File: src/design/assert_macros.svh
// assertion macros shared by the deframer modules
`ifndef ASSERT_MACROS_SVH
`define ASSERT_MACROS_SVH

// property must hold at every clock edge outside reset
`define TSD_ASSERT(lbl, clk, rst_n, prop, msg) \
	lbl: assert property (@(posedge clk) disable iff (!rst_n) prop) else $error(msg);

// condition must never be seen at a clock edge outside reset
`define TSD_NEVER(lbl, clk, rst_n, cond, msg) \
	lbl: assert property (@(posedge clk) disable iff (!rst_n) !(cond)) else $error(msg);

`endif

File: src/design/tsd_pkg.sv
// types and codes shared by the tlv stream deframer
package tsd_pkg;

	// parser phase
	typedef enum logic [1:0] {
		PH_TYPE,
		PH_ID,
		PH_LEN,
		PH_PAYLOAD
	} phase_t;

	// result kinds
	localparam logic [1:0] KIND_HEADER = 2'd0;
	localparam logic [1:0] KIND_BYTE   = 2'd1;
	localparam logic [1:0] KIND_ERROR  = 2'd2;

	// error codes
	localparam logic [1:0] ERR_NONE    = 2'd0;
	localparam logic [1:0] ERR_HEADER  = 2'd1;
	localparam logic [1:0] ERR_PAYLOAD = 2'd2;

	localparam int unsigned ID_W  = 16;
	localparam int unsigned LEN_W = 24;

	// one result item
	typedef struct packed {
		logic [1:0]       kind;
		logic [1:0]       etype;
		logic [ID_W-1:0]  id;
		logic [LEN_W-1:0] len;
		logic [7:0]       pbyte;
		logic             last;
		logic [1:0]       err;
		logic             done;
	} result_t;

endpackage

File: src/design/tsd_in_reg.sv
// input register stage holding one received byte
module tsd_in_reg (
	input  logic       clk,
	input  logic       arst_n,
	input  logic       load,
	input  logic       in_valid,
	input  logic [7:0] in_byte,
	input  logic       in_eom,
	output logic       valid_s1,
	output logic [7:0] byte_s1,
	output logic       eom_s1
);

	// valid flag
	always_ff @(posedge clk or negedge arst_n) begin
		if (!arst_n) begin
			valid_s1 <= 1'b0;
		end else if (load) begin
			valid_s1 <= in_valid;
		end
	end

	// payload of the request
	always_ff @(posedge clk) begin
		if (load && in_valid) begin
			byte_s1 <= in_byte;
			eom_s1  <= in_eom;
		end
	end

endmodule

File: src/design/tsd_core.sv
// tlv header and payload parser: state registers and one-byte decode
`include "assert_macros.svh"

module tsd_core (
	input  logic             clk,
	input  logic             arst_n,
	input  logic             step,
	input  logic [7:0]       in_byte,
	input  logic             eom,
	output logic             res_valid,
	output tsd_pkg::result_t res
);

	tsd_pkg::phase_t                phase_q, phase_n;
	logic [7:0]                     saved_q, saved_n;
	logic [tsd_pkg::ID_W-1:0]       id_q, id_n;
	logic [tsd_pkg::LEN_W-1:0]      len_q, len_n;
	logic [1:0]                     fbl_q, fbl_n;
	logic [tsd_pkg::LEN_W-1:0]      pbl_q, pbl_n;

	// shared decode
	logic [1:0]                     fbl_dec;
	logic [1:0]                     len_form;
	logic [tsd_pkg::ID_W-1:0]       id_shift;
	logic [tsd_pkg::LEN_W-1:0]      hdr_len;
	logic [tsd_pkg::LEN_W-1:0]      pbl_dec;
	logic                           field_more;
	logic                           hdr_complete;
	logic                           leaf_nz;
	logic                           pay_more;
	logic                           err_hdr;
	logic                           err_pay;
	logic                           fail;

	always_comb begin
		fbl_dec    = fbl_q - 2'd1;
		len_form   = saved_q[4:3];
		id_shift   = {id_q[7:0], in_byte};
		hdr_len    = (phase_q == tsd_pkg::PH_LEN) ? {len_q[15:0], in_byte}
			: {21'd0, saved_q[2:0]};
		pbl_dec    = pbl_q - 24'd1;
		field_more = (fbl_dec != 2'd0);
		hdr_complete = ((phase_q == tsd_pkg::PH_ID) && !field_more && (len_form == 2'd0))
			|| ((phase_q == tsd_pkg::PH_LEN) && !field_more);
		// types 1 and 3 carry their payload inline
		leaf_nz    = saved_q[6] && (hdr_len != '0);
		pay_more   = (phase_q == tsd_pkg::PH_PAYLOAD) && (pbl_dec != '0);
		err_hdr    = eom && ((phase_q == tsd_pkg::PH_TYPE)
			|| ((phase_q == tsd_pkg::PH_ID) && (field_more || (len_form != 2'd0)))
			|| ((phase_q == tsd_pkg::PH_LEN) && field_more));
		err_pay    = eom && ((hdr_complete && leaf_nz) || pay_more);
		fail       = err_hdr || err_pay;
	end

	// next state
	always_comb begin
		phase_n = phase_q;
		saved_n = saved_q;
		id_n    = id_q;
		len_n   = len_q;
		fbl_n   = fbl_q;
		pbl_n   = pbl_q;
		unique case (phase_q)
			tsd_pkg::PH_TYPE: begin
				phase_n = tsd_pkg::PH_ID;
				saved_n = in_byte;
				id_n    = '0;
				len_n   = '0;
				pbl_n   = '0;
				fbl_n   = in_byte[5] ? 2'd2 : 2'd1;
			end
			tsd_pkg::PH_ID: begin
				id_n = id_shift;
				if (field_more) begin
					fbl_n = fbl_dec;
				end else if (len_form != 2'd0) begin
					fbl_n   = len_form;
					phase_n = tsd_pkg::PH_LEN;
				end else begin
					fbl_n   = 2'd0;
					len_n   = hdr_len;
					pbl_n   = leaf_nz ? hdr_len : '0;
					phase_n = leaf_nz ? tsd_pkg::PH_PAYLOAD : tsd_pkg::PH_TYPE;
				end
			end
			tsd_pkg::PH_LEN: begin
				len_n = hdr_len;
				fbl_n = fbl_dec;
				if (!field_more) begin
					pbl_n   = leaf_nz ? hdr_len : '0;
					phase_n = leaf_nz ? tsd_pkg::PH_PAYLOAD : tsd_pkg::PH_TYPE;
				end
			end
			tsd_pkg::PH_PAYLOAD: begin
				pbl_n = pbl_dec;
				if (!pay_more) begin
					phase_n = tsd_pkg::PH_TYPE;
				end
			end
			default: begin
				phase_n = tsd_pkg::PH_TYPE;
			end
		endcase
		// truncated message drops back to a fresh element
		if (fail) begin
			phase_n = tsd_pkg::PH_TYPE;
			fbl_n   = 2'd0;
			pbl_n   = '0;
		end
	end

	// result of this byte
	always_comb begin
		res       = '0;
		res_valid = 1'b0;
		if (fail) begin
			res_valid = 1'b1;
			res.kind  = tsd_pkg::KIND_ERROR;
			res.err   = err_hdr ? tsd_pkg::ERR_HEADER : tsd_pkg::ERR_PAYLOAD;
			res.done  = 1'b1;
		end else if (hdr_complete) begin
			res_valid = 1'b1;
			res.kind  = tsd_pkg::KIND_HEADER;
			res.etype = saved_q[7:6];
			res.id    = (phase_q == tsd_pkg::PH_ID) ? id_shift : id_q;
			res.len   = hdr_len;
			res.last  = !leaf_nz;
			res.done  = eom;
		end else if (phase_q == tsd_pkg::PH_PAYLOAD) begin
			res_valid = 1'b1;
			res.kind  = tsd_pkg::KIND_BYTE;
			res.pbyte = in_byte;
			res.last  = !pay_more;
			res.done  = eom;
		end
	end

	// parser state
	always_ff @(posedge clk or negedge arst_n) begin
		if (!arst_n) begin
			phase_q <= tsd_pkg::PH_TYPE;
			saved_q <= '0;
			id_q    <= '0;
			len_q   <= '0;
			fbl_q   <= '0;
			pbl_q   <= '0;
		end else if (step) begin
			phase_q <= phase_n;
			saved_q <= saved_n;
			id_q    <= id_n;
			len_q   <= len_n;
			fbl_q   <= fbl_n;
			pbl_q   <= pbl_n;
		end
	end

	`TSD_ASSERT(a_fail_restarts, clk, arst_n, (step && fail) |=> (phase_q == tsd_pkg::PH_TYPE), "error did not return parser to type byte")
	`TSD_NEVER(a_payload_count, clk, arst_n, (phase_q == tsd_pkg::PH_PAYLOAD) && (pbl_q == '0), "payload phase with no bytes left")
	`TSD_NEVER(a_field_count, clk, arst_n, ((phase_q == tsd_pkg::PH_ID) || (phase_q == tsd_pkg::PH_LEN)) && (fbl_q == 2'd0), "header field phase with no bytes left")

endmodule

File: src/design/tsd_out_reg.sv
// result register towards the master side
module tsd_out_reg (
	input  logic             clk,
	input  logic             arst_n,
	input  logic             load,
	input  logic             in_valid,
	input  tsd_pkg::result_t in_res,
	output logic             valid_q,
	output tsd_pkg::result_t res_q
);

	// valid flag
	always_ff @(posedge clk or negedge arst_n) begin
		if (!arst_n) begin
			valid_q <= 1'b0;
		end else if (load) begin
			valid_q <= in_valid;
		end
	end

	// result payload
	always_ff @(posedge clk) begin
		if (load && in_valid) begin
			res_q <= in_res;
		end
	end

endmodule

File: src/design/tlv_stream_deframer_top.sv
// top level of the byte-serial lwm2m tlv stream deframer
//
// Slave side takes one encoded message byte per request: s_tdata carries the
// byte, s_tlast marks the final byte of a message. Master side gives one
// result per request: header complete, payload byte or error, kind in
// m_tuser, message close in m_tlast. Container payloads are parsed as child
// elements; type, id and length bytes give no result until the header ends.
// Throughput is one byte per cycle unless a stalled receiver holds the
// result register: the parser state update is one short decode between the
// input register and the result register, which registers the result of
// each byte that gives one and raises m_tvalid.
// A stalled receiver holds the result register; one more byte waits in the
// input register, then s_tready falls until the result is taken.
// On a truncated message an error result closes it; earlier results of that
// message are to be discarded by the receiver. Reset clears both valid
// flags and returns the parser to expecting a type byte.
module tlv_stream_deframer_top (
	input  logic        clk,
	input  logic        arst_n,
	input  logic        s_tvalid,
	output logic        s_tready,
	input  logic [7:0]  s_tdata,   // in_byte[7:0]
	input  logic        s_tlast,   // end_of_message
	output logic        m_tvalid,
	input  logic        m_tready,
	output logic [55:0] m_tdata,   // element_type[1:0], element_id[17:2],
	                               // payload_length[41:18], payload_byte[49:42],
	                               // last_of_element[50], error_code[52:51], zero
	output logic [1:0]  m_tuser,   // result_kind[1:0]
	output logic        m_tlast    // message_done
);

	logic             valid_s1;
	logic [7:0]       byte_s1;
	logic             eom_s1;
	logic             advance;
	logic             step;
	logic             res_valid;
	tsd_pkg::result_t res;
	tsd_pkg::result_t res_q;

	// handshake between the stages
	assign advance  = !m_tvalid || m_tready;
	assign s_tready = !valid_s1 || advance;
	assign step     = valid_s1 && advance;

	tsd_in_reg u_in_reg (
		.clk      (clk),
		.arst_n   (arst_n),
		.load     (s_tready),
		.in_valid (s_tvalid),
		.in_byte  (s_tdata),
		.in_eom   (s_tlast),
		.valid_s1 (valid_s1),
		.byte_s1  (byte_s1),
		.eom_s1   (eom_s1)
	);

	tsd_core u_core (
		.clk       (clk),
		.arst_n    (arst_n),
		.step      (step),
		.in_byte   (byte_s1),
		.eom       (eom_s1),
		.res_valid (res_valid),
		.res       (res)
	);

	tsd_out_reg u_out_reg (
		.clk      (clk),
		.arst_n   (arst_n),
		.load     (advance),
		.in_valid (step && res_valid),
		.in_res   (res),
		.valid_q  (m_tvalid),
		.res_q    (res_q)
	);

	// pack the result fields
	assign m_tdata = {3'b000, res_q.err, res_q.last, res_q.pbyte, res_q.len, res_q.id,
		res_q.etype};
	assign m_tuser = res_q.kind;
	assign m_tlast = res_q.done;

endmodule

File: config.mk
export PLATFORM = sky130hd
export DESIGN_NAME = tlv_stream_deframer_top
export DESIGN_NICKNAME = d
export VERILOG_FILES = /design/src/design/tsd_pkg.sv /design/src/design/tsd_in_reg.sv /design/src/design/tsd_core.sv /design/src/design/tsd_out_reg.sv /design/src/design/tlv_stream_deframer_top.sv
export VERILOG_INCLUDE_DIRS = /design/src /design/src/design
export SDC_FILE = /design/constraint.sdc
export NUM_CORES = 1
export LEC_CHECK = 0
export BUFFER_PORTS_ARGS = -buffer_cell sky130_fd_sc_hd__buf_2
export CAP_MARGIN = 25
export CORE_ASPECT_RATIO = 2
export CORE_MARGIN = 1
export CORE_UTILIZATION = 30
export CTS_BUF_LIST = sky130_fd_sc_hd__clkbuf_4 sky130_fd_sc_hd__clkbuf_8 sky130_fd_sc_hd__clkbuf_16
export CTS_CLUSTER_SIZE = 20
export DETAILED_ROUTE_END_ITERATION = 12
export PLACE_DENSITY = 0.44
export SETUP_SLACK_MARGIN = 0.15
export SYNTH_ARGS = -nofsm -noshare
export SYNTH_HDL_FRONTEND = slang
export SYNTH_SLANG_ARGS = --single-unit
File: constraint.sdc
create_clock -name clk -period 4.5 [get_ports clk]
set_input_delay 1.35 -clock clk [delete_from_list [all_inputs] [get_ports clk]]
set_output_delay 1.35 -clock clk [all_outputs]
set_load 0.1 [all_outputs]
==> summary.log, run 1 <==
qor: placement.placement.cell_area 6790 um2
qor: synthesis.fraction_of_registers_with_async_set_or_reset_after_synthesis 51.5%
qor: floorplan.num_rows 73
qor: clock_tree.tritoncts.num_buffers 17
qor: sta.maxClockFrequency 0.254 GHz
qor: worst_setup_path.cp.required 4.84 ns
qor: layout.nFillCells 1942
qor: sta.setup_viol_count_final 0
qor: sta.worst_slack 0.561 ns
qor: sta.worst_hold_slack 0.506 ns
qor: layout.nNetsFinal 635
qor: worst_setup_path.cp-start-kind flip-flop
qor: synthesis.synth_ff_type dfrtp_1
qor: worst_setup_path.reg2reg_to u_core.pbl_q[16]
qor: sta.finalHoldViolCount 0
qor: synthesis.synth-edff-count 65
qor: drt.drt_pass1_iterations 4
qor: power_and_ir_drop.post-layout-total-power 6.18 mW
qor: synthesis.synth-warning-count 0
qor: sta.report.final.slew_viol_count 0
qor: floorplan.initial_core_util 30.8%
qor: status.outcome complete, no violations
qor: drt.detailedRoute.firstIterationViolations 238
qor: job.drv_cap 0
qor: synthesis.synthDistinctLibCells 52
qor: worst_setup_path.cp_data_arrival_time 4.27 ns
qor: layout.utilization 37.2%
qor: drt.route.detailed.vias_per_inst 5.02
qor: global_route.grt_use_total 17.8%
qor: layout.mostFrequentLayoutCell buf_2
qor: clock_tree.clock_tree.htree_level_count 4
qor: drt.drt_drc_violations_left 0
qor: sta.worst_slew_pin_slew 1.01 ns
qor: layout.syn_to_final_growth 20.8%
qor: power_and_ir_drop.p_leak 3.02 nW
qor: synthesis.share_of_synthesized_area_occupied_by_flip_flops_and_latches 59.7%
qor: synthesis.yosys-top-cells-area edfxtp_1 32%, dfrtp_1 28%, a22o_1 4.1%, nor2_1 3.6%, mux2i_1 3.4%
qor: sta.finalClockSkew 0.00707 ns
qor: power_and_ir_drop.peakVddDrop 0.260 mV
qor: sta.fin_tns_setup 0 ns
qor: sta.rsz0062_at_grt no
qor: sta.period_needed 3.94 ns
qor: synthesis.synth.largest_area_cell edfxtp_1
qor: synthesis.synth_top_area_share 31.7%
qor: sta.post-route-period-util 87.5%
qor: clock_tree.post-cts-setup-buffer-count 0
qor: clock_tree.cts_resized 0
qor: global_route.grt_start_max_net_pins 70
qor: floorplan.chipHeight 205 um
qor: drt.routed_wirelength 17.6 mm
qor: clock_tree.cts.path.max_buffers 2
qor: drt.vias 4471
qor: worst_hold_path.timing.hold.worst.class flip-flop to flip-flop
qor: worst_setup_path.path_class flip-flop to flip-flop
qor: worst_setup_path.critPathCapture u_core.pbl_q[16]
qor: synthesis.mappedNetlistArea 6160 um2
qor: worst_setup_path.slack_of_the_worst_reg_to_reg_path 0.56 ns
qor: worst_setup_path.critical_path.reg2reg.startpoint u_core.pbl_q[0]
qor: clock_tree.ctsHoldBuffers 0
qor: clock_tree.root_buffer clkbuf_16
qor: clock_tree.cts_tree yes
qor: floorplan.floorplan.die_area 21200 um2
qor: layout.final_layout_size_suffix_gt1_share 20.4%
qor: worst_setup_path.worst-r2r-cell-count 10
qor: floorplan.core_region_area 20000 um2
qor: placement.pre_cts_slack 0.550 ns
qor: worst_setup_path.crit_path_max_fanout 13
qor: worst_setup_path.crit_path_end_kind flip-flop
qor: floorplan.dieWidth 103 um
qor: clock_tree.clock_insertion_delay_worst_skew 0.42 ns
qor: floorplan.ios 74
qor: drt.avgRoutedWirePerCell 19.8 um
qor: placement.detailedPlacementHpwl 12.9 mm
qor: clock_tree.clock_transition_time_at_the_flip_flop_clock_pins_of_the_worst_setup_and_hold_paths 0.06 ns
qor: layout.most-common-layout-cells 70 x buf_2, 69 x dfrtp_1, 65 x edfxtp_1
qor: synthesis.avgSynthCellArea 11.3 um2
qor: worst_setup_path.crit_start u_core.pbl_q[0]
qor: layout.instances_no_fill 890
qor: sta.headroom_to_the_max_slew_limit 32.6%
qor: placement.port_buffers 70
qor: power_and_ir_drop.power_per_cell_area 829 nW/um2
qor: clock_tree.tritoncts_num_sinks 134
qor: drt.drtAntennaViolNets 0
qor: global_route.antenna_found_initial 0
qor: layout.finish.instance_area 7450 um2
qor: global_route.grt_pass1_vias 4714
qor: placement.gp_congestion 0.849
qor: synthesis.syn_inst 547
qor: global_route.global_route.overflow_total 0
qor: placement.numPlacedInstances 857
qor: synthesis.flops_latches_synth 134
qor: layout.antenna_cells_inserted 0
qor: global_route.global_route_wire_length_before_repair 26.9 mm
where the power goes:
group | internal [mW] | switching (mW) | leakage (nW)
registers | 1.63 | 0.203 | 1.55
clock network | 0.947 | 0.549 | 0.307
logic | 0.810 | 2.04 | 1.16
cell type report:
| class | instances | area, um2 | area share (%) |
|---|---|---|---|
| flip-flops and latches | 134 | 3680 | 49.4 |
| inverters | 9 | 33.8 | 0.454 |
| repair buffers | 80 | 445 | 5.98 |
| clock buffers | 18 | 439 | 5.90 |
| clock inverters | 14 | 196 | 2.64 |
| multi-input cells | 373 | 2330 | 31.2 |
| well taps | 262 | 328 | 4.40 |
how the worst min path moves through the flow:
| stage | cells past startpoint | startpoint | end |
|---|---|---|---|
| 6_report | 1 | u_core.id_q[9] | u_core.id_q[9] |
| 5_1_grt | 1 | u_core.id_q[14] | u_core.id_q[14] |
| 4_1_cts | 1 | u_core.fbl_q[1] | u_core.fbl_q[1] |
| 3_5_place_dp | 1 | u_core.fbl_q[1] | u_core.fbl_q[1] |
| 3_3_place_gp | 1 | u_core.id_q[10] | u_core.id_q[10] |
| 2_1_floorplan | 1 | u_core.fbl_q[1] | u_core.fbl_q[1] |
synth_stat cells, types with 5 or more instances:
library cell  instances
clkbuf_1             26
or3_1                 5
mux2_2                9
a22oi_1               7
inv_1                 9
nor3_1               12
nor4_1               11
nor2_1               59
a21oi_1              13
ha_1                  7
o21ai_0              26
and3_1                9
edfxtp_1             65
xor2_1                6
xnor2_1              14
mux2i_1              21
a22o_1               29
nand2b_1              9
dfrtp_1              69
nand2_1              56
and2_1               13
o22ai_1               9
o21ai_1              12
flip-flops by register name, indices dropped and copies added (netlist names):
signal	cells
u_out_reg.res_q	56
u_core.pbl_q	24
u_core.id_q	16
u_core.len_q	16
u_in_reg.byte_s1	8
u_core.saved_q	7
u_core.fbl_q	2
u_core.phase_q	2
u_in_reg.eom_s1	1
u_in_reg.valid_s1	1
u_out_reg.valid_q	1
layer usage:
layer	global-route usage, %	vias up	wire length (um)
met3	3.82	23	473
li1	-	2118	-
met2	34.7	91	10500
met5	0	-	0
met1	17.2	2239	6130
met4	7.24	0	487
worst max-delay path: stages, from the launching register on:
cell     delay, ns
dfrtp_1       0.43
inv_1         0.08
ha_1          0.20
or4b_2        0.70
nor4_1        0.32
xnor2_1       0.18
nor4b_1       0.33
nand4_1       0.22
o31a_1        0.47
or3_1         0.65
o21ai_0       0.26
kinds of logic (layout without fill, tap and decap cells):
logic type      after synthesis  in the layout  synth area share, %
xor+xnor                     20             20                 2.84
simple gates                198            198                 15.7
fa+ha+maj                     7              7                 1.42
other cells                   1              3               0.0608
flops                       134            134                 59.7
buf+inv                      42            121                 2.80
mux                          30             30                 5.05
compound gates              115            115                 12.4
No activity file was read; power rests on OpenSTA's default activity.
==> run 2, diff against run 1 <==
--- a/config.mk
+++ b/config.mk
@@ -9,5 +9,4 @@
 export BUFFER_PORTS_ARGS = -buffer_cell sky130_fd_sc_hd__buf_2
 export CAP_MARGIN = 25
-export CORE_ASPECT_RATIO = 2
 export CORE_MARGIN = 1
 export CORE_UTILIZATION = 30
@@ -16,4 +15,5 @@
 export DETAILED_ROUTE_END_ITERATION = 12
 export PLACE_DENSITY = 0.44
+export REMOVE_ABC_BUFFERS = 1
 export SETUP_SLACK_MARGIN = 0.15
 export SYNTH_ARGS = -nofsm -noshare
==> constraint.sdc (replaced) <==
create_clock -name clk -period 4.5 [get_ports clk]
set_input_delay 0.45 -clock clk [delete_from_list [all_inputs] [get_ports clk]]
set_output_delay 0.45 -clock clk [all_outputs]
set_load 0.1 [all_outputs]
==> summary.log, run 2 (same netlist as run 1, synthesis figures left out) <==
qor: global_route.grt_start_max_net_pins 52
qor: drt.vias 4506
qor: worst_setup_path.critical_path.reg2reg.startpoint u_core.pbl_q[0]
qor: worst_setup_path.cp-start-kind flip-flop
qor: worst_setup_path.reg2reg_to u_core.pbl_q[13]
qor: worst_setup_path.crit_path_end_kind flip-flop
qor: global_route.grt_pass1_vias 4627
qor: floorplan.dieWidth 145 um
qor: layout.most-common-layout-cells 70 x buf_2, 69 x dfrtp_1, 65 x edfxtp_1
qor: clock_tree.cts_resized 0
qor: clock_tree.cts_tree yes
qor: layout.nNetsFinal 636
qor: sta.report.final.slew_viol_count 0
qor: sta.worst_slew_pin_slew 1.00 ns
qor: sta.worst_slack 0.657 ns
qor: layout.final_layout_size_suffix_gt1_share 20.7%
qor: sta.post-route-period-util 85.4%
qor: worst_setup_path.cp.required 4.83 ns
qor: floorplan.core_region_area 20200 um2
qor: sta.period_needed 3.84 ns
qor: layout.number_of_flip_flops_under_the_largest_register_name 56
qor: status.outcome complete, no violations
qor: sta.maxClockFrequency 0.260 GHz
qor: worst_setup_path.slack_of_the_worst_reg_to_reg_path 0.66 ns
qor: worst_hold_path.min_path_cells 1
qor: sta.headroom_to_the_max_slew_limit 32.8%
qor: worst_setup_path.worst-r2r-cell-count 10
qor: clock_tree.tritoncts.num_buffers 17
qor: worst_setup_path.cp_data_arrival_time 4.18 ns
qor: clock_tree.clock_tree.htree_level_count 4
qor: layout.mostFrequentLayoutCell buf_2
qor: sta.finalHoldViolCount 0
qor: drt.detailedRoute.firstIterationViolations 349
qor: sta.finalClockSkew 0.0105 ns
qor: layout.antenna_cells_inserted 0
qor: global_route.global_route_wire_length_before_repair 26.5 mm
qor: power_and_ir_drop.p_leak 2.99 nW
qor: floorplan.floorplan.die_area 21100 um2
qor: clock_tree.clock_transition_time_at_the_flip_flop_clock_pins_of_the_worst_setup_and_hold_paths 0.06 ns
qor: global_route.grt_use_total 16.5%
qor: floorplan.chipHeight 145 um
qor: layout.register_with_the_most_flip_flops u_out_reg.res_q
qor: power_and_ir_drop.peakVddDrop 0.347 mV
qor: sta.fin_tns_setup 0 ns
qor: clock_tree.root_buffer clkbuf_16
qor: sta.setup_viol_count_final 0
qor: drt.avgRoutedWirePerCell 18.3 um
qor: drt.routed_wirelength 16.4 mm
qor: global_route.global_route.overflow_total 0
qor: worst_setup_path.slowest_stage or4b_2
qor: drt.drt_drc_violations_left 0
qor: sta.rsz0062_at_grt no
qor: worst_hold_path.hold_path_end u_in_reg.byte_s1[2]
qor: placement.pre_cts_slack 0.642 ns
qor: layout.layout.area.seq 3680 um2
qor: worst_setup_path.path_class flip-flop to flip-flop
qor: placement.port_buffers 70
qor: drt.route.detailed.vias_per_inst 5.01
qor: worst_hold_path.min_from s_tdata[2]
qor: layout.multi_input_comb_area 2330 um2
qor: worst_setup_path.cp_slowest_stage_delay 0.69 ns
qor: clock_tree.cts.path.max_buffers 2
qor: worst_setup_path.critical_path_cell_list inv_1 > ha_1 > or4b_2 > nor4_1 > xnor2_1 > nor4b_1 > nand4_1 > o31a_1 > or3_1 > o21ai_1
qor: floorplan.num_rows 52
qor: worst_hold_path.timing.hold.worst.class input pin to flip-flop
qor: floorplan.ios 74
qor: layout.utilization 36.7%
qor: worst_setup_path.crit_path_max_fanout 13
qor: job.drv_cap 0
qor: clock_tree.tritoncts_num_sinks 134
qor: placement.gp_congestion 0.873
qor: drt.drtAntennaViolNets 0
qor: global_route.antenna_found_initial 0
qor: placement.detailedPlacementHpwl 11.5 mm
qor: drt.drt_pass1_iterations 5
qor: power_and_ir_drop.power_per_cell_area 812 nW/um2
qor: clock_tree.clock_insertion_delay_worst_skew 0.42 ns
qor: placement.placement.cell_area 6810 um2
qor: layout.finish.instance_area 7410 um2
qor: layout.nFillCells 2027
qor: floorplan.initial_core_util 30.6%
qor: layout.syn_to_final_growth 20.2%
qor: sta.worst_hold_slack 0.197 ns
qor: layout.largestRegisters u_out_reg.res_q (56), u_core.pbl_q (24)
-- run 2: changes by cell type in the layout (fill, tap and decap cells not counted), moves of 2 or more --
cell,previous run,this run
buf_12,0,2
bufinv_16,4,1
clkinv_2,0,2
clkinvlp_4,1,3
clkinv_1,2,0
-- run 2: power by group --
part | switching, mW | leakage, nW | internal (mW)
sequential | 0.195 | 1.55 | 1.63
clock | 0.565 | 0.274 | 0.787
combinational | 2.02 | 1.17 | 0.817
-- run 2: worst max-delay path by stage --
stage / startpoint / to / slack [ns] / cells after the start
after global placement: u_core.pbl_q[0] / u_core.pbl_q[16] / 0.79 / 10
after CTS: u_core.pbl_q[0] / u_core.pbl_q[17] / 0.65 / 10
after global routing: u_core.pbl_q[0] / u_core.pbl_q[17] / 0.41 / 10
after floorplan: u_core.phase_q[1] / u_out_reg.res_q[0] / -0.18 / 6
after detailed placement: u_core.pbl_q[0] / u_core.pbl_q[16] / 0.64 / 10
final: u_core.pbl_q[0] / u_core.pbl_q[13] / 0.66 / 10
-- run 2: timing repair --
item,4_1_cts,5_1_grt
hold buffers,0,1
endpoints found under the hold margin,0,5
setup buffers,0,0
endpoints found under the setup margin,0,0
-- run 2: cell type report --
| class | count | area share [%] |
|---|---|---|
| well taps | 270 | 4.56 |
| clock inverters | 13 | 1.67 |
| inverters | 9 | 0.456 |
| multi-input cells | 373 | 31.4 |
| clock buffers | 19 | 6.03 |
| repair buffers | 81 | 6.22 |
| flip-flops and latches | 134 | 49.7 |
-- run 2: worst max-delay path, delay by kind of cell (launching register included) --
family                   cells  cell delay, ns
flip-flops                   1            0.44
XOR/XNOR                     1            0.19
AND/OR/NAND/NOR              5            2.12
buffers and inverters        1            0.09
AO/OA/AOI/OAI                2            0.71
adder cells (fa/ha/maj)      1            0.21
-- run 2: metal layers --
| metal | wire (um) | global-route usage, % | up-vias | part of all wire (%) |
|---|---|---|---|---|
| li1 | - | - | 2123 | - |
| met1 | 7910 | 23.0 | 2231 | 48 |
| met2 | 7460 | 25.1 | 126 | 45 |
| met3 | 659 | 3.29 | 26 | 4.0 |
| met4 | 391 | 7.16 | 0 | 2.4 |
| met5 | 0 | 0 | - | 0 |
-- run 2: per-stage QoR --
| step | total power [mW] | instances |
|---|---|---|
| final | 6.01 | 899 |
| after global routing | 6.36 | 899 |
| after CTS | 6.06 | 897 |
| after detailed placement | 4.70 | 865 |
| after global placement | 4.68 | 865 |
| after floorplan | 4.06 | 516 |
==> run 3, diff against run 2 <==
Settings changed: SYNTH_HIERARCHICAL from default to 1.
==> summary.log, run 3 <==
qor: layout.register_with_the_most_flip_flops u_out_reg/res_q
qor: worst_setup_path.path_class flip-flop to flip-flop
qor: synthesis.post_synth_fa_ha_maj_area_fraction 1.29%
qor: worst_setup_path.critical_path_cell_list inv_1 > ha_1 > inv_1 > o41ai_2 > a21oi_1 > a31oi_1 > o21a_4 > buf_4 > inv_4 > nor3_1
qor: layout.syn_to_final_growth 17.8%
qor: drt.route.detailed.vias_per_inst 5.26
qor: floorplan.dieWidth 152 um
qor: job.drv_cap 0
qor: worst_hold_path.hold_path_end u_in_reg/byte_s1[3]
qor: drt.drt_drc_violations_left 5
qor: layout.most-common-layout-cells 78 x nand2_1, 70 x buf_2, 69 x dfrtp_1
qor: placement.numPlacedInstances 910
qor: synthesis.synth_top_family_by_area simple AND/OR/NAND/NOR gates
qor: synthesis.synth-warning-count 6
qor: sta.worst_slack 0.613 ns
qor: floorplan.ios 74
qor: clock_tree.cts_tree yes
qor: clock_tree.clock_tree.htree_level_count 4
qor: synthesis.yosys-top-cells-area edfxtp_1 29%, dfrtp_1 25%, nand2_1 4.3%, and4_1 3.9%, mux2i_1 2.7%
qor: worst_setup_path.critical-path-top-cell-by-count inv_1
qor: synthesis.synthTopCellsByCount 78 x nand2_1, 69 x dfrtp_1, 65 x edfxtp_1
qor: floorplan.floorplan.die_area 23200 um2
qor: placement.gp_congestion 0.872
qor: worst_setup_path.cp-start-kind flip-flop
qor: worst_setup_path.critical_path_cell_count 10
qor: synthesis.synth_ff_type dfrtp_1
qor: worst_setup_path.critPathBufInv 4
qor: synthesis.share_of_synthesized_area_occupied_by_flip_flops_and_latches 54.2%
qor: sta.finalHoldViolCount 0
qor: layout.final_layout_size_suffix_gt1_share 25.8%
qor: worst_hold_path.min_from s_tdata[3]
qor: layout.mostFrequentLayoutCell nand2_1
qor: placement.detailedPlacementHpwl 12.2 mm
qor: layout.largestRegisters u_out_reg/res_q (56), u_core/pbl_q (24)
qor: floorplan.initial_core_util 30.8%
qor: global_route.grt_use_total 16.3%
qor: clock_tree.root_buffer clkbuf_16
qor: drt.routed_wirelength 18.2 mm
qor: floorplan.num_rows 54
qor: synthesis.synth-compound-area-share 14.7%
qor: worst_setup_path.worst-r2r-cell-count 10
qor: sta.post-route-period-util 86.4%
qor: synthesis.synth_top_area_share 28.8%
qor: synthesis.synth.mux.area_fraction 4.59%
qor: synthesis.synthDistinctLibCells 69
qor: floorplan.core_region_area 22000 um2
qor: worst_hold_path.timing.hold.worst.class input pin to flip-flop
qor: global_route.grt_pass1_vias 4848
qor: clock_tree.clock_transition_time_at_the_flip_flop_clock_pins_of_the_worst_setup_and_hold_paths 0.07 ns
qor: drt.vias 4966
qor: synthesis.fraction_of_registers_with_async_set_or_reset_after_synthesis 51.5%
qor: clock_tree.post-cts-setup-buffer-count 0
qor: worst_setup_path.crit_path_end_kind flip-flop
qor: global_route.grt_start_max_net_pins 70
qor: layout.number_of_flip_flops_under_the_largest_register_name 56
qor: sta.report.final.slew_viol_count 0
qor: worst_setup_path.slowest_stage ha_1
qor: worst_hold_path.min_path_cells 1
qor: sta.worst_hold_slack 0.198 ns
qor: global_route.global_route.overflow_total 0
qor: sta.fin_tns_setup 0 ns
qor: synthesis.yosys.area_share.xor_xnor 1.16%
qor: worst_setup_path.reg2reg_to u_out_reg/res_q[13]
qor: synthesis.library_cell_with_the_highest_instance_count_after_synthesis nand2_1
qor: synthesis.post_synth_and_or_nand_nor_area_fraction 19.3%
qor: floorplan.chipHeight 152 um
qor: layout.utilization 36.3%
qor: sta.headroom_to_the_max_slew_limit 39.6%
qor: layout.instances_no_fill 944
qor: global_route.global_route_wire_length_before_repair 29.0 mm
qor: power_and_ir_drop.p_leak 3.21 nW
qor: clock_tree.clock_insertion_delay_worst_skew 0.42 ns
qor: worst_setup_path.critical_path.reg2reg.startpoint u_core/phase_q[0]
qor: synthesis.syn_inst 594
qor: synthesis.mappedNetlistArea 6780 um2
qor: sta.maxClockFrequency 0.257 GHz
qor: clock_tree.tritoncts_num_sinks 134
qor: drt.drt_pass1_iterations 11
qor: layout.nNetsFinal 671
qor: synthesis.flops_latches_synth 134
qor: layout.finish.instance_area 7990 um2
qor: power_and_ir_drop.power_per_cell_area 769 nW/um2
qor: worst_setup_path.cp_slowest_stage_delay 0.62 ns
qor: worst_setup_path.cp_data_arrival_time 4.14 ns
qor: clock_tree.tritoncts.num_buffers 17
qor: global_route.antenna_found_initial 0
qor: status.failed_checks DRC
qor: worst_setup_path.cp.required 4.75 ns
qor: status.outcome finished, violations left
qor: placement.port_buffers 70
qor: synthesis.avgSynthCellArea 11.4 um2
qor: placement.placement.cell_area 7350 um2
qor: sta.worst_slew_pin_slew 0.902 ns
qor: clock_tree.cts.path.max_buffers 2
qor: drt.detailedRoute.firstIterationViolations 384
qor: worst_setup_path.slack_of_the_worst_reg_to_reg_path 0.61 ns
qor: sta.finalClockSkew 0.0113 ns
qor: worst_setup_path.cpLargestDelayFamily compound AO/OA/AOI/OAI gates
qor: synthesis.synth.largest_area_cell edfxtp_1
qor: sta.setup_viol_count_final 0
qor: power_and_ir_drop.post-layout-total-power 6.14 mW
qor: drt.avgRoutedWirePerCell 19.3 um
qor: drt.drtAntennaViolNets 0
qor: sta.rsz0062_at_grt no
qor: layout.antenna_cells_inserted 0
qor: worst_setup_path.crit_path_max_fanout 34
qor: placement.pre_cts_slack 0.651 ns
qor: power_and_ir_drop.peakVddDrop 0.304 mV
qor: synthesis.synth-edff-count 65
qor: sta.period_needed 3.89 ns
[run 3: layout make-up]
| type | instances | area [um2] |
|---|---|---|
| clock buffers | 18 | 439 |
| clock inverters | 14 | 161 |
| fillers | 2166 | 14000 |
| inverters | 17 | 66.3 |
| multi-input cells | 397 | 2810 |
| flip-flops and latches | 134 | 3680 |
| well taps | 280 | 350 |
| repair buffers | 84 | 478 |
[run 3: logic make-up after synthesis]
logic type      after synthesis
fa+ha+maj                     7
compound gates              129
xor+xnor                      9
flops                       134
other cells                   1
mux                          29
buf+inv                      65
simple gates                220
[run 3: repair_timing]
action,in CTS,in global routing
hold buffers,0,1
endpoints found under the hold margin,0,1
resized for setup,0,0
[run 3: metal layers]
metal  global-route usage [%]  wire length, um
met1                     22.8             8820
met2                     24.7             8350
met5                        0                0
met4                     6.37              294
met3                     3.19              719
[run 3: worst max-delay path by stage]
stage          slack, ns             endpoint               from
6_report            0.61  u_out_reg/res_q[13]  u_core/phase_q[0]
5_1_grt             0.26  u_out_reg/res_q[13]  u_core/phase_q[0]
4_1_cts             0.65  u_out_reg/res_q[29]  u_core/phase_q[0]
3_5_place_dp        0.65  u_out_reg/res_q[13]  u_core/phase_q[0]
3_3_place_gp        0.78  u_out_reg/res_q[20]    u_core/pbl_q[2]
2_1_floorplan      -1.12      u_core/pbl_q[5]  u_core/phase_q[0]
[run 3: worst reg2reg max path: stages, from the launching register on]
cell and delay, ns:
dfrtp_1 0.41, inv_1 0.11, ha_1 0.62, inv_1 0.28, o41ai_2 0.56, a21oi_1 0.27, a31oi_1 0.48, o21a_4 0.20
buf_4 0.30, inv_4 0.22, nor3_1 0.26
[run 3: power by group]
part	switching, mW	internal (mW)
Clock	0.576	0.844
Combinational	2.18	0.704
Sequential	0.216	1.62
Total	2.97	3.17
